--- config.mk ---
export PLATFORM = sky130hd
export DESIGN_NAME = fit_policy_block_allocator_core
export DESIGN_NICKNAME = d
export VERILOG_FILES = /design/src/fpba_pkg.sv /design/src/fpba_table.sv /design/src/fpba_pick.sv /design/src/fit_policy_block_allocator_core.sv
export SDC_FILE = /design/constraint.sdc
export NUM_CORES = 1
export LEC_CHECK = 0
export BUFFER_PORTS_ARGS = -buffer_cell sky130_fd_sc_hd__buf_2
export CAP_MARGIN = 30
export CORE_ASPECT_RATIO = 1.1
export CORE_MARGIN = 4
export CORE_UTILIZATION = 50
export CTS_CLUSTER_SIZE = 24
export DETAILED_ROUTE_END_ITERATION = 6
export PLACE_DENSITY = 0.69
export SYNTH_ARGS = -nofsm -noshare
export SYNTH_HDL_FRONTEND = slang
export SYNTH_SLANG_ARGS = --single-unit
--- constraint.sdc ---
create_clock -name clk -period 10.2 [get_ports clk]
set_clock_uncertainty 0.05 [all_clocks]
set_input_delay 1.02 -clock clk [delete_from_list [all_inputs] [get_ports clk]]
set_output_delay 1.02 -clock clk [all_outputs]
set_load 0.02 [all_outputs]
--- src/fpba_pkg.sv ---
package fpba_pkg;

  // operation codes of an input beat
  localparam logic [1:0] OP_LOAD  = 2'd0;
  localparam logic [1:0] OP_ALLOC = 2'd1;
  localparam logic [1:0] OP_COMP  = 2'd2;
  localparam logic [1:0] OP_CLEAR = 2'd3;

  // placement policies
  localparam logic [1:0] FIT_FIRST = 2'd0;
  localparam logic [1:0] FIT_BEST  = 2'd1;
  localparam logic [1:0] FIT_WORST = 2'd2;

  // result status codes
  localparam logic [1:0] STS_OK    = 2'd0;
  localparam logic [1:0] STS_NOFIT = 2'd1;
  localparam logic [1:0] STS_FULL  = 2'd2;

  localparam int AMT_W   = 16;
  localparam int IDXO_W  = 4;
  localparam int TOTAL_W = 20;
  localparam logic [TOTAL_W-1:0] TOTAL_MAX = 20'hFFFFF;

  typedef enum logic [1:0] {
    ST_IDLE,
    ST_SCAN,
    ST_FIN
  } state_t;

  typedef struct packed {
    logic clr;
    logic eval;
  } pick_ctl_t;

endpackage

--- src/fpba_table.sv ---
module fpba_table #(
  parameter int DEPTH  = 16,
  parameter int DATA_W = 16,
  parameter int ADDR_W = 4
) (
  input  logic              clk,
  input  logic              wr_en,
  input  logic [ADDR_W-1:0] wr_addr,
  input  logic [DATA_W-1:0] wr_data,
  input  logic              rd_en,
  input  logic [ADDR_W-1:0] rd_addr,
  output logic [DATA_W-1:0] rd_data
);

  logic [DATA_W-1:0] mem [DEPTH];
  logic [DATA_W-1:0] rd_data_r;

  always_ff @(posedge clk) begin
    if (wr_en) begin
      mem[wr_addr] <= wr_data;
    end
  end

  always_ff @(posedge clk) begin
    if (rd_en) begin
      rd_data_r <= mem[rd_addr];
    end
  end

  assign rd_data = rd_data_r;

endmodule

--- src/fpba_pick.sv ---
module fpba_pick #(
  parameter int SIZE_BITS = 16,
  parameter int IDX_W     = 4
) (
  input  logic                 clk,
  input  logic                 rst_n,
  input  fpba_pkg::pick_ctl_t  ctl,
  input  logic [1:0]           fit_mode,
  input  logic [15:0]          need,
  input  logic [SIZE_BITS-1:0] cand_size,
  input  logic [IDX_W-1:0]     cand_idx,
  output logic                 found,
  output logic [IDX_W-1:0]     pick_idx,
  output logic [SIZE_BITS-1:0] pick_size
);
  import fpba_pkg::*;

  localparam int CMP_W = (SIZE_BITS > AMT_W) ? SIZE_BITS : AMT_W;

  logic                 found_r, found_nxt;
  logic [IDX_W-1:0]     idx_r, idx_nxt;
  logic [SIZE_BITS-1:0] size_r, size_nxt;
  logic                 fits, take;

  always_comb begin
    fits = (CMP_W'(cand_size) >= CMP_W'(need));
    case (fit_mode)
      FIT_FIRST: take = fits && !found_r;
      FIT_BEST:  take = fits && (!found_r || (cand_size < size_r));
      FIT_WORST: take = fits && (!found_r || (cand_size > size_r));
      default:   take = 1'b0;
    endcase
    found_nxt = found_r;
    idx_nxt   = idx_r;
    size_nxt  = size_r;
    if (ctl.clr) begin
      found_nxt = 1'b0;
    end else if (ctl.eval && take) begin
      found_nxt = 1'b1;
      idx_nxt   = cand_idx;
      size_nxt  = cand_size;
    end
  end

  always_ff @(posedge clk) begin
    if (!rst_n) begin
      found_r <= 1'b0;
    end else begin
      found_r <= found_nxt;
    end
  end

  always_ff @(posedge clk) begin
    idx_r  <= idx_nxt;
    size_r <= size_nxt;
  end

  assign found     = found_r;
  assign pick_idx  = idx_r;
  assign pick_size = size_r;

endmodule

--- src/fit_policy_block_allocator_core.sv ---
// free-block allocator with a selectable placement policy
//
// input channel: an operation beat (in_mode, in_amount) is taken on a rising
// edge with start high and busy low. load appends a block size, allocate
// searches the table, compact merges all free space into entry 0, clear
// empties the table
// result channel: one beat per operation, shown for a single cycle with
// out_valid high; the receiver cannot stall it, so it is just registered
// config: cfg_fit_mode is written on cfg_valid and cfg_ready, ready only idle
//
// timing: load, clear, and allocate or compact on an empty table give the
// result on the edge after the accept, and a new beat can follow at once.
// allocate and compact walk the table through the one read port of the
// size memory, one entry per cycle; busy stays high for the whole walk
// and falls as the result appears (first fit stops early)
// reset: table empty, total zero, policy first fit; the size memory itself
// is not cleared, only entries below the count are ever read
module fit_policy_block_allocator_core #(
  parameter int MAX_BLOCKS = 16,
  parameter int SIZE_BITS  = 16
) (
  input  logic        clk,
  input  logic        rst_n,
  input  logic        start,
  output logic        busy,
  input  logic [1:0]  in_mode,
  input  logic [15:0] in_amount,
  output logic        out_valid,
  output logic [1:0]  out_status,
  output logic [3:0]  out_block_index,
  output logic [19:0] out_total_free,
  input  logic        cfg_valid,
  output logic        cfg_ready,
  input  logic [1:0]  cfg_fit_mode
);
  import fpba_pkg::*;

  localparam int IDX_W  = (MAX_BLOCKS > 1) ? $clog2(MAX_BLOCKS) : 1;
  localparam int CNT_W  = $clog2(MAX_BLOCKS + 1);
  localparam int TOT_W  = SIZE_BITS + CNT_W;
  localparam int AMX_W  = (SIZE_BITS > AMT_W) ? SIZE_BITS : AMT_W;
  localparam int TCMP_W = (TOT_W > TOTAL_W) ? TOT_W : TOTAL_W;

  // control state
  state_t           state_r, state_nxt;
  logic [CNT_W-1:0] cnt_r, cnt_nxt;
  logic [TOT_W-1:0] sum_r, sum_nxt;    // exact sum of free sizes
  logic [1:0]       fit_r, fit_nxt;
  logic             iss_on_r, iss_on_nxt;
  logic             chk_vld_r, chk_vld_nxt;
  logic             out_vld_r, out_vld_nxt;

  // payload
  logic [1:0]           op_r, op_nxt;
  logic [15:0]          amt_r, amt_nxt;
  logic [CNT_W-1:0]     iss_r, iss_nxt;
  logic [IDX_W-1:0]     chk_idx_r, chk_idx_nxt;
  logic [TOT_W-1:0]     acc_r, acc_nxt;   // compaction sum
  logic [1:0]           sts_r, sts_nxt;
  logic [IDXO_W-1:0]    oidx_r, oidx_nxt;
  logic [TOTAL_W-1:0]   otot_r, otot_nxt;

  // size memory ports
  logic                 wr_en, rd_en;
  logic [IDX_W-1:0]     wr_addr, rd_addr;
  logic [SIZE_BITS-1:0] wr_data, rd_data;

  // pick unit
  pick_ctl_t            pk_ctl;
  logic                 pk_found;
  logic [IDX_W-1:0]     pk_idx;
  logic [SIZE_BITS-1:0] pk_size;

  fpba_table #(
    .DEPTH  (MAX_BLOCKS),
    .DATA_W (SIZE_BITS),
    .ADDR_W (IDX_W)
  ) u_table (
    .clk     (clk),
    .wr_en   (wr_en),
    .wr_addr (wr_addr),
    .wr_data (wr_data),
    .rd_en   (rd_en),
    .rd_addr (rd_addr),
    .rd_data (rd_data)
  );

  fpba_pick #(
    .SIZE_BITS (SIZE_BITS),
    .IDX_W     (IDX_W)
  ) u_pick (
    .clk       (clk),
    .rst_n     (rst_n),
    .ctl       (pk_ctl),
    .fit_mode  (fit_r),
    .need      (amt_r),
    .cand_size (rd_data),
    .cand_idx  (chk_idx_r),
    .found     (pk_found),
    .pick_idx  (pk_idx),
    .pick_size (pk_size)
  );

  always_comb begin
    logic [AMX_W-1:0]     amt_ext;
    logic [SIZE_BITS-1:0] ld_val;
    logic [SIZE_BITS-1:0] cmp_val;
    logic [TCMP_W-1:0]    tot_ext;
    logic                 last_chk;
    logic                 ff_stop;
    logic                 finish;

    state_nxt   = state_r;
    cnt_nxt     = cnt_r;
    sum_nxt     = sum_r;
    fit_nxt     = fit_r;
    iss_on_nxt  = iss_on_r;
    chk_vld_nxt = 1'b0;
    out_vld_nxt = 1'b0;
    op_nxt      = op_r;
    amt_nxt     = amt_r;
    iss_nxt     = iss_r;
    chk_idx_nxt = iss_r[IDX_W-1:0];
    acc_nxt     = acc_r;
    sts_nxt     = sts_r;
    oidx_nxt    = oidx_r;
    finish      = 1'b0;

    wr_en   = 1'b0;
    wr_addr = cnt_r[IDX_W-1:0];
    wr_data = '0;
    rd_en   = 1'b0;
    rd_addr = iss_r[IDX_W-1:0];
    pk_ctl  = '{clr: 1'b0, eval: 1'b0};

    // load value saturates at the widest size a table entry holds
    amt_ext = AMX_W'(in_amount);
    ld_val  = (amt_ext > AMX_W'({SIZE_BITS{1'b1}})) ? {SIZE_BITS{1'b1}}
                                                    : amt_ext[SIZE_BITS-1:0];
    // compacted block saturates the same way
    cmp_val = (acc_r > TOT_W'({SIZE_BITS{1'b1}})) ? {SIZE_BITS{1'b1}}
                                                  : acc_r[SIZE_BITS-1:0];

    last_chk = chk_vld_r && (CNT_W'(chk_idx_r) == (cnt_r - CNT_W'(1)));
    ff_stop  = (op_r == OP_ALLOC) && (fit_r == FIT_FIRST) && pk_found;

    if (cfg_valid && (state_r == ST_IDLE)) begin
      fit_nxt = cfg_fit_mode;
    end

    unique case (state_r)
      ST_IDLE: begin
        if (start) begin
          op_nxt     = in_mode;
          amt_nxt    = in_amount;
          iss_nxt    = '0;
          iss_on_nxt = 1'b1;
          acc_nxt    = '0;
          sts_nxt    = STS_OK;
          oidx_nxt   = '0;
          unique case (in_mode)
            OP_LOAD: begin
              finish = 1'b1;
              if (cnt_r >= CNT_W'(MAX_BLOCKS)) begin
                sts_nxt = STS_FULL;
              end else begin
                wr_en   = 1'b1;
                wr_addr = cnt_r[IDX_W-1:0];
                wr_data = ld_val;
                cnt_nxt = cnt_r + CNT_W'(1);
                sum_nxt = sum_r + TOT_W'(ld_val);
              end
            end
            OP_ALLOC: begin
              pk_ctl.clr = 1'b1;
              if (cnt_r == '0) begin
                finish  = 1'b1;
                sts_nxt = STS_NOFIT;
              end else begin
                state_nxt = ST_SCAN;
              end
            end
            OP_COMP: begin
              if (cnt_r == '0) begin
                // empty table turns into one empty block
                finish  = 1'b1;
                wr_en   = 1'b1;
                wr_addr = '0;
                wr_data = '0;
                cnt_nxt = CNT_W'(1);
                sum_nxt = '0;
              end else begin
                state_nxt = ST_SCAN;
              end
            end
            OP_CLEAR: begin
              finish  = 1'b1;
              cnt_nxt = '0;
              sum_nxt = '0;
            end
          endcase
        end
      end

      ST_SCAN: begin
        // read stage: one entry per cycle up to the count
        if (iss_on_r) begin
          rd_en   = 1'b1;
          rd_addr = iss_r[IDX_W-1:0];
          iss_nxt = iss_r + CNT_W'(1);
          chk_vld_nxt = 1'b1;
          if (iss_r == (cnt_r - CNT_W'(1))) begin
            iss_on_nxt = 1'b0;
          end
        end
        // check stage: data for chk_idx_r is on the memory output
        if (chk_vld_r) begin
          if (op_r == OP_ALLOC) begin
            pk_ctl.eval = 1'b1;
          end else begin
            acc_nxt = acc_r + TOT_W'(rd_data);
          end
        end
        if (last_chk || ff_stop) begin
          state_nxt   = ST_FIN;
          iss_on_nxt  = 1'b0;
          chk_vld_nxt = 1'b0;
        end
      end

      ST_FIN: begin
        // write back the one modified entry; no read is in flight here
        finish    = 1'b1;
        state_nxt = ST_IDLE;
        if (op_r == OP_ALLOC) begin
          if (pk_found) begin
            wr_en    = 1'b1;
            wr_addr  = pk_idx;
            wr_data  = pk_size - SIZE_BITS'(amt_r);
            sum_nxt  = sum_r - TOT_W'(amt_r);
            oidx_nxt = IDXO_W'(pk_idx);
          end else begin
            sts_nxt = STS_NOFIT;
          end
        end else begin
          wr_en   = 1'b1;
          wr_addr = '0;
          wr_data = cmp_val;
          cnt_nxt = CNT_W'(1);
          sum_nxt = TOT_W'(cmp_val);
        end
      end

      default: begin
        state_nxt = ST_IDLE;
      end
    endcase

    // total reported at 20 bits, saturating
    tot_ext  = TCMP_W'(sum_nxt);
    otot_nxt = (tot_ext > TCMP_W'(TOTAL_MAX)) ? TOTAL_MAX : tot_ext[TOTAL_W-1:0];
    if (finish) begin
      out_vld_nxt = 1'b1;
    end else begin
      otot_nxt = otot_r;
    end
  end

  always_ff @(posedge clk) begin
    if (!rst_n) begin
      state_r   <= ST_IDLE;
      cnt_r     <= '0;
      sum_r     <= '0;
      fit_r     <= FIT_FIRST;
      iss_on_r  <= 1'b0;
      chk_vld_r <= 1'b0;
      out_vld_r <= 1'b0;
    end else begin
      state_r   <= state_nxt;
      cnt_r     <= cnt_nxt;
      sum_r     <= sum_nxt;
      fit_r     <= fit_nxt;
      iss_on_r  <= iss_on_nxt;
      chk_vld_r <= chk_vld_nxt;
      out_vld_r <= out_vld_nxt;
    end
  end

  always_ff @(posedge clk) begin
    op_r      <= op_nxt;
    amt_r     <= amt_nxt;
    iss_r     <= iss_nxt;
    chk_idx_r <= chk_idx_nxt;
    acc_r     <= acc_nxt;
    sts_r     <= sts_nxt;
    oidx_r    <= oidx_nxt;
    otot_r    <= otot_nxt;
  end

  assign busy            = (state_r != ST_IDLE);
  assign cfg_ready       = (state_r == ST_IDLE);
  assign out_valid       = out_vld_r;
  assign out_status      = sts_r;
  assign out_block_index = oidx_r;
  assign out_total_free  = otot_r;

endmodule

==> metrics.md, run 1 <==
| Metric | Value |
|---|---|
| Core ar. | `0.03937 mm2` |
| Top post-synthesis cells by area | `edfxtp_1 (54%), mux4_2 (9.0%), ha_1 (6.6%), dfxtp_1 (3.8%), a21oi_1 (2.1%)` |
| CP startpoint | `state_r[1]` |
| Avg Inst Size Synth | `13.40 um2` |
| Post-CTS setup buffer count | `0` |
| # hold bufs at CTS | `0` |
| Asr flop ratio synth | `0` |
| Achievable frequency | `252.3 MHz` |
| Global-route wire length before repair | `73.77 mm` |
| Tcrit/Tclk final | `0.3886` |
| Post-synth EDFFs | `362` |
| Final worst slack | `6.237 ns` |
| Outcome | `finished clean` |
| Initial Utilization | `0.5077` |
| R2r startpoint | `state_r[1]` |
| Final slew viol count | `0` |
| Nets@finish | `1691` |
| Crit Path Max Fanout | `22` |
| RePlAce Congestion | `0.9144` |
| Synthesis-stage register bit count | `400` |
| CTS root buffer | `clkbuf_16` |
| Arrival time at the worst endpoint | `4.11 ns` |
| Post-CTS sizing | `0` |
| Port bufs | `52` |
| Post-route cell area | `0.02228 mm2` |
| RR Endpoint | `u_table.mem[14][8]` |
| Met2 Usage GRT | `0.3600` |
| Full die area | `0.04324 mm2` |
| Via-to-Cell Ratio | `6.110` |
| Pleak | `8.066 nW` |
| Vias in the first global route | `12940` |
| Worst EP required | `10.35 ns` |
| Area after DPL | `0.02087 mm2` |
| Post-synth design cell area | `0.01999 mm2` |
| Met1 usage | `0.2954` |
| Vias | `12800` |
| Relative max-transition margin | `0.2774` |
| Final setup violation count | `0` |
| Die Height | `217.7 um` |
| Yosys cell types | `85` |
| Global Route Usage Sum | `0.2199` |
| Core Util, Final | `0.5660` |
| Inst Count DP | `2020` |
| Wirelength per Cell | `22.47 um` |
| H-tree depth | `2` |
| Area leader, netlist | `edfxtp_1` |
| WS Path Type | `reg2reg` |
| R2R setup slack | `6.24 ns` |
| Yosys warns | `0` |
| CTS sink cnt | `400` |
| Row count | `76` |
| RSZ-0062 raised after global routing | `false` |
| Ports | `53` |
| Post-synthesis cell count | `1492` |
| Worst hold path type | `reg2reg` |
| Clock Latency Late Sink | `0.58 ns` |
| ANT nets after route | `0` |
| Worst vdd ir | `0.0001593 V` |
| Most Crowded Layer GR | `met2` |
| CTS tree | `done` |
| Setup TNS Final | `0 ns` |
| Max-Cap Viols | `0` |
| Routed WL | `47.08 mm` |
| Clock buffer depth | `3` |
| Synth top area share | `0.5439` |
| DR iter-0 viols | `1132` |
| Initial antenna violation count | `0` |
| Antenna cells | `0` |
| Die Wd | `198.6 um` |
| Clk pin slew, worst setup/hold paths | `0.06 ns` |
| Largest net degree at the start of global routing | `69` |
| Detailed placer's ending HPWL | `34.07 mm` |
| Pwr per Cell Area | `167.4 mW/mm2` |
| Total CTS buffers | `42` |
| First-pass DRT Iterations | `5` |
| Final Hold Vio Count | `0` |
| Commonest cells in the synthesized netlist | `edfxtp_1 (362), nor2_1 (111), ha_1 (106)` |
| Synth Net Count | `1626` |
| Synth Flop Type | `edfxtp_1` |
| Detailed-route DRC error count | `0` |
| Final cell count without fillers | `2095` |
| Hold path depth | `0` |
| Critical Path Sink | `u_table.mem[14][8]` |
| Endpoint type of the worst setup path | `flop` |
| Synth-to-Final Area Change | `11.48%` |
| GRT met3 Usage | `0.03229` |
| Min Tclk post-route | `3.963 ns` |
| Reg2reg path depth | `8` |
| Worst slack at placement | `5.815 ns` |
| Slew @ Worst Pin | `1.080 ns` |
| Count leader, synth | `edfxtp_1` |
| Seq/Total Area, Yosys | `0.5819` |
| CP startpoint kind | `flop` |
| Layout cells sized above 1 | `0.1675` |
| GRT overflow | `0` |
-- power breakdown --
| group | internal, mW | switching, mW | total, mW |
|---|---|---|---|
| combinational | 0.135 | 0.204 | 0.339 |
| clock | 0.911 | 0.646 | 1.56 |
| sequential | 1.81 | 0.0209 | 1.83 |
| total | 2.86 | 0.871 | 3.73 |
-- area by class of cell --
type,instances,area (um2)
repair buffers,78,455.4
well taps,507,634.4
inverters,71,266.5
fillers,3195,17090
multi-input cells,964,7883
clock inverters,23,259.0
clock buffers,52,1152
flip-flops and latches,400,11630
-- flip-flops by register name (all words and copies together), names as in the netlist --
signal,cells
iss_on_r,1
u_table.rd_data,16
u_pick.pick_idx,4
acc_r,21
u_pick.found,1
out_total_free,20
fit_r,2
op_r,2
out_valid,1
u_table.mem,256
u_pick.pick_size,16
iss_r,5
chk_vld_r,1
amt_r,16
out_status,2
chk_idx_r,4
state_r,2
out_block_index,4
sum_r,21
cnt_r,5
-- worst max-delay path, stage by stage, from the launching register on --
cell,delay [ns]
dfxtp_1,0.77
inv_1,0.33
nor2_1,0.16
buf_4,0.29
nand2_1,0.19
nor2_1,0.39
a22o_1,0.31
nand3_1,0.27
nor2_2,0.82
-- metal layers --
layer | vias to the layer above | part of all wire
li1 | 5885 | -
met1 | 6358 | 0.42
met2 | 446 | 0.48
met3 | 112 | 0.057
met4 | 0 | 0.045
met5 | - | 0
-- worst min-delay path by stage --
stage,from,to,slack [ns]
2_1_floorplan,iss_r[3],chk_idx_r[3],0.30
6_report,chk_idx_r[1],u_pick.pick_idx[1],0.40
3_5_place_dp,iss_r[0],chk_idx_r[0],0.38
4_1_cts,chk_idx_r[1],u_pick.pick_idx[1],0.40
3_3_place_gp,iss_r[0],chk_idx_r[0],0.37
5_1_grt,chk_idx_r[1],u_pick.pick_idx[1],0.42
-- per-stage QoR --
| step | hold WS, ns | power [mW] |
|---|---|---|
| after floorplan | 0.2962 | 2.103 |
| after global placement | 0.3743 | 2.197 |
| after detailed placement | 0.3814 | 2.204 |
| after CTS | 0.3974 | 3.761 |
| after global routing | 0.4230 | 3.866 |
| final | 0.3960 | 3.730 |
-- cell usage in the layout, fill, tap and decap left out, drive strengths merged, types with 8 or more instances in the layout --
cell type / n
edfxtp: 362
ha: 106
o31ai: 9
nand4: 11
xnor2: 35
and2: 15
o21a: 23
or3: 10
clkbuf: 52
nand2: 97
mux2i: 8
buf: 78
dfxtp: 38
inv: 73
and3: 8
nor3: 26
nor2: 112
o21ai: 78
o211ai: 11
a221oi: 8
mux4: 80
a21o: 20
a211oi: 12
nand2b: 17
a31oi: 12
nand3: 35
nor2b: 22
a21oi: 86
xor2: 23
clkinv: 14
-- kinds of logic after synthesis --
group	after synthesis	share of synthesized area
compound gates	325	0.1078
xor+xnor	58	0.02542
fa+ha+maj	110	0.07036
buf+inv	128	0.02604
flops	400	0.5819
mux	91	0.09584
simple gates	380	0.09259
(Power assumes the default switching activity.)
==> run 2, diff against run 1 <==
- ABC_AREA: default -> 1
- PLACE_DENSITY: 0.69 -> 0.72
- clock period: 10.2 -> 3.25 ns (I/O delays scaled with it)
==> run 2 against run 1 <==
Effect of this change: setup slack got worse by 6.0 ns; cell count grew 35%; total power increased to 3.5 times the previous value; largest cell class unchanged.
==> metrics.md, run 2 <==
| Metric | Value |
|---|---|
| Crit Path Max Fanout | `16 (was 22)` |
| Pleak | `9.515 nW (was 8.066 nW)` |
| R2R setup slack | `0.23 ns (was 6.24 ns)` |
| Setup TNS Final | `0 ns (unchanged)` |
| Row count | `78 (was 76)` |
| Die Wd | `202.3 um (was 198.6 um)` |
| Endpoint type of the worst setup path | `flop (unchanged)` |
| Post-synth EDFFs | `362 (unchanged)` |
| ANT nets after route | `0 (unchanged)` |
| Vias | `16240 (was 12800)` |
| Global Route Usage Sum | `0.2516 (was 0.2199)` |
| Ports | `53 (unchanged)` |
| Total CTS buffers | `42 (unchanged)` |
| Power, Total | `12.87 mW (was 3.730 mW)` |
| Worst EP required | `3.38 ns (was 10.35 ns)` |
| Via-to-Cell Ratio | `5.741 (was 6.110)` |
| Top post-synthesis cells by area | `edfxtp_1 (52%), nand2_1 (7.5%), ha_1 (6.4%), nor2_1 (5.4%), dfxtp_1 (3.7%) (was edfxtp_1 (54%), mux4_2 (9.0%), ha_1 (6.6%), dfxtp_1 (3.8%), a21oi_1 (2.1%))` |
| CP startpoint kind | `flop (unchanged)` |
| Achievable frequency | `331.6 MHz (was 252.3 MHz)` |
| Post-synthesis cell count | `2135 (was 1492)` |
| Initial Utilization | `0.5043 (was 0.5077)` |
| DR iter-0 viols | `1524 (was 1132)` |
| Avg Inst Size Synth | `9.728 um2 (was 13.40 um2)` |
| Synthesis-stage register bit count | `400 (unchanged)` |
| Yosys cell types | `53 (was 85)` |
| Synth Net Count | `2269 (was 1626)` |
| CTS tree | `done (unchanged)` |
| CTS root buffer | `clkbuf_16 (unchanged)` |
| Layout cells sized above 1 | `0.1045 (was 0.1675)` |
| Port bufs | `52 (unchanged)` |
| Area leader, netlist | `edfxtp_1 (unchanged)` |
| Antenna cells | `0 (unchanged)` |
| Post-CTS setup buffer count | `0 (unchanged)` |
| Global-route wire length before repair | `88.04 mm (was 73.77 mm)` |
| Synth-to-Final Area Change | `13.70% (was 11.48%)` |
| # hold bufs at CTS | `18 (was 0)` |
| Yosys warns | `0 (unchanged)` |
| Detailed-route DRC error count | `0 (unchanged)` |
| Largest net degree at the start of global routing | `134 (was 69)` |
| WS Path Type | `reg2reg (unchanged)` |
| Detailed placer's ending HPWL | `41.31 mm (was 34.07 mm)` |
| Pwr per Cell Area | `544.9 mW/mm2 (was 167.4 mW/mm2)` |
| Worst hold path type | `in2reg (was reg2reg)` |
| Max-Cap Viols | `0 (unchanged)` |
| Clock buffer depth | `3 (unchanged)` |
| Nets@finish | `2371 (was 1691)` |
| Initial antenna violation count | `0 (unchanged)` |
| Wirelength per Cell | `20.41 um (was 22.47 um)` |
| Die Height | `221.8 um (was 217.7 um)` |
| Post-synth design cell area | `0.02077 mm2 (was 0.01999 mm2)` |
| Asr flop ratio synth | `0 (unchanged)` |
| Slew @ Worst Pin | `0.8384 ns (was 1.080 ns)` |
| Routed WL | `57.75 mm (was 47.08 mm)` |
| Clock Latency Late Sink | `0.59 ns (was 0.58 ns)` |
| Synth top area share | `0.5234 (was 0.5439)` |
| Relative max-transition margin | `0.4411 (was 0.2774)` |
| Top Registers | `u_table.mem x256, acc_r x21, sum_r x21 (unchanged)` |
| Most frequent cells in the layout | `nand2_1 (413), edfxtp_1 (362), nor2_1 (281) (was edfxtp_1 (362), ha_1 (106), nand2_1 (96))` |
| Final setup violation count | `0 (unchanged)` |
| Seq/Total Area, Yosys | `0.5600 (was 0.5819)` |
| Core Util, Final | `0.5734 (was 0.5660)` |
| Full die area | `0.04487 mm2 (was 0.04324 mm2)` |
| RePlAce Congestion | `0.9603 (was 0.9144)` |
| Final Hold Vio Count | `0 (unchanged)` |
| RSZ-0062 raised after global routing | `false (unchanged)` |
| Tcrit/Tclk final | `0.9279 (was 0.3886)` |
| H-tree depth | `2 (unchanged)` |
| CTS sink cnt | `400 (unchanged)` |
| Largest register FFs | `256 (unchanged)` |
| Synth Flop Type | `edfxtp_1 (unchanged)` |
| Final slew viol count | `0 (unchanged)` |
| Outcome | `finished clean (unchanged)` |
| Post-CTS sizing | `0 (unchanged)` |
| Worst vdd ir | `0.0005061 V (was 0.0001593 V)` |
| Vias in the first global route | `15480 (was 12940)` |
| Most flop-heavy register | `u_table.mem (unchanged)` |
| Arrival time at the worst endpoint | `3.14 ns (was 4.11 ns)` |
| Clk pin slew, worst setup/hold paths | `0.06 ns (about the same)` |
| First-pass DRT Iterations | `7 (was 5)` |
| GRT overflow | `0 (unchanged)` |
| Min Tclk post-route | `3.016 ns (was 3.963 ns)` |
| Core ar. | `0.04118 mm2 (was 0.03937 mm2)` |
| Most common cell after layout, fill and taps aside | `nand2_1 (was edfxtp_1)` |
| Count leader, synth | `nand2_1 (was edfxtp_1)` |
| Commonest cells in the synthesized netlist | `nand2_1 (413), edfxtp_1 (362), nor2_1 (297) (was edfxtp_1 (362), nor2_1 (111), ha_1 (106))` |
[run 2: per-layer routing]
metal / vias up / global-route usage / share of wire
met5: - / 0 / 0
met4: 0 / 0.1227 / 0.054
met3: 147 / 0.03657 / 0.071
met2: 700 / 0.4192 / 0.48
met1: 7709 / 0.3242 / 0.39
li1: 7685 / - / -
[run 2: stage by stage]
stage	std cells	setup WS [ns]	area [um2]	hold slack (ns)
floorplan	2135	0.02289	20770	0.2962
global placement	2731	0.4138	21990	0.3852
detailed placement	2734	0.3522	22030	0.3862
CTS	2828	0.3428	23600	0.05069
global route	2829	0.009911	23620	0.05858
finish	2829	0.2342	23620	0.05724
[run 2: where the power goes]
group	total, mW	switching [mW]	leakage, nW	internal, mW
Clock	4.89	2.05	0.667	2.84
Sequential	5.95	0.124	3.69	5.82
Combinational	2.03	1.38	5.16	0.649
Total	12.9	3.56	9.51	9.31
[run 2: cell type report]
class / count / area, um2
clock inverter: 21 / 286.5
inverter: 193 / 729.5
multi-input combinational: 1470 / 8183
timing repair buffer: 130 / 975.9
tap: 560 / 700.7
sequential: 400 / 11630
clock buffer: 55 / 1110
fill: 3531 / 17570
[run 2: cell families after synthesis]
logic type / count (synthesis) / synth area share
AOI/OAI and AO/OA: 433 / 0.1264
xor gates and xnor gates: 23 / 0.009699
adders and majority gates: 110 / 0.06771
buffers and inverters: 265 / 0.04952
DFF: 400 / 0.5600
muxes: 26 / 0.01253
and+or+nand+nor: 878 / 0.1741
[run 2: final timing paths]
path | start | endpoint | cells after the start
max reg2reg | u_pick.pick_size[0] | u_table.mem[2][10] | 16
min | cfg_fit_mode[1] | fit_r[1] | 3
min reg2reg | chk_idx_r[0] | u_pick.pick_idx[0] | 0
max | u_pick.pick_size[0] | u_table.mem[2][10] | 16
[run 2: critical path, cell delays in order, from the launching register on]
cell and delay, ns:
edfxtp_1 0.40, inv_1 0.08, ha_1 0.19, inv_1 0.09, fa_1 0.42, nand3_1 0.09
nand2_1 0.11, nand2_1 0.09, nand3_1 0.09, nand2_1 0.09, nand2_1 0.05, nand2_1 0.05
nand2_1 0.06, o21ai_0 0.27, nand2_1 0.08, nand2_1 0.06, nand2_1 0.33
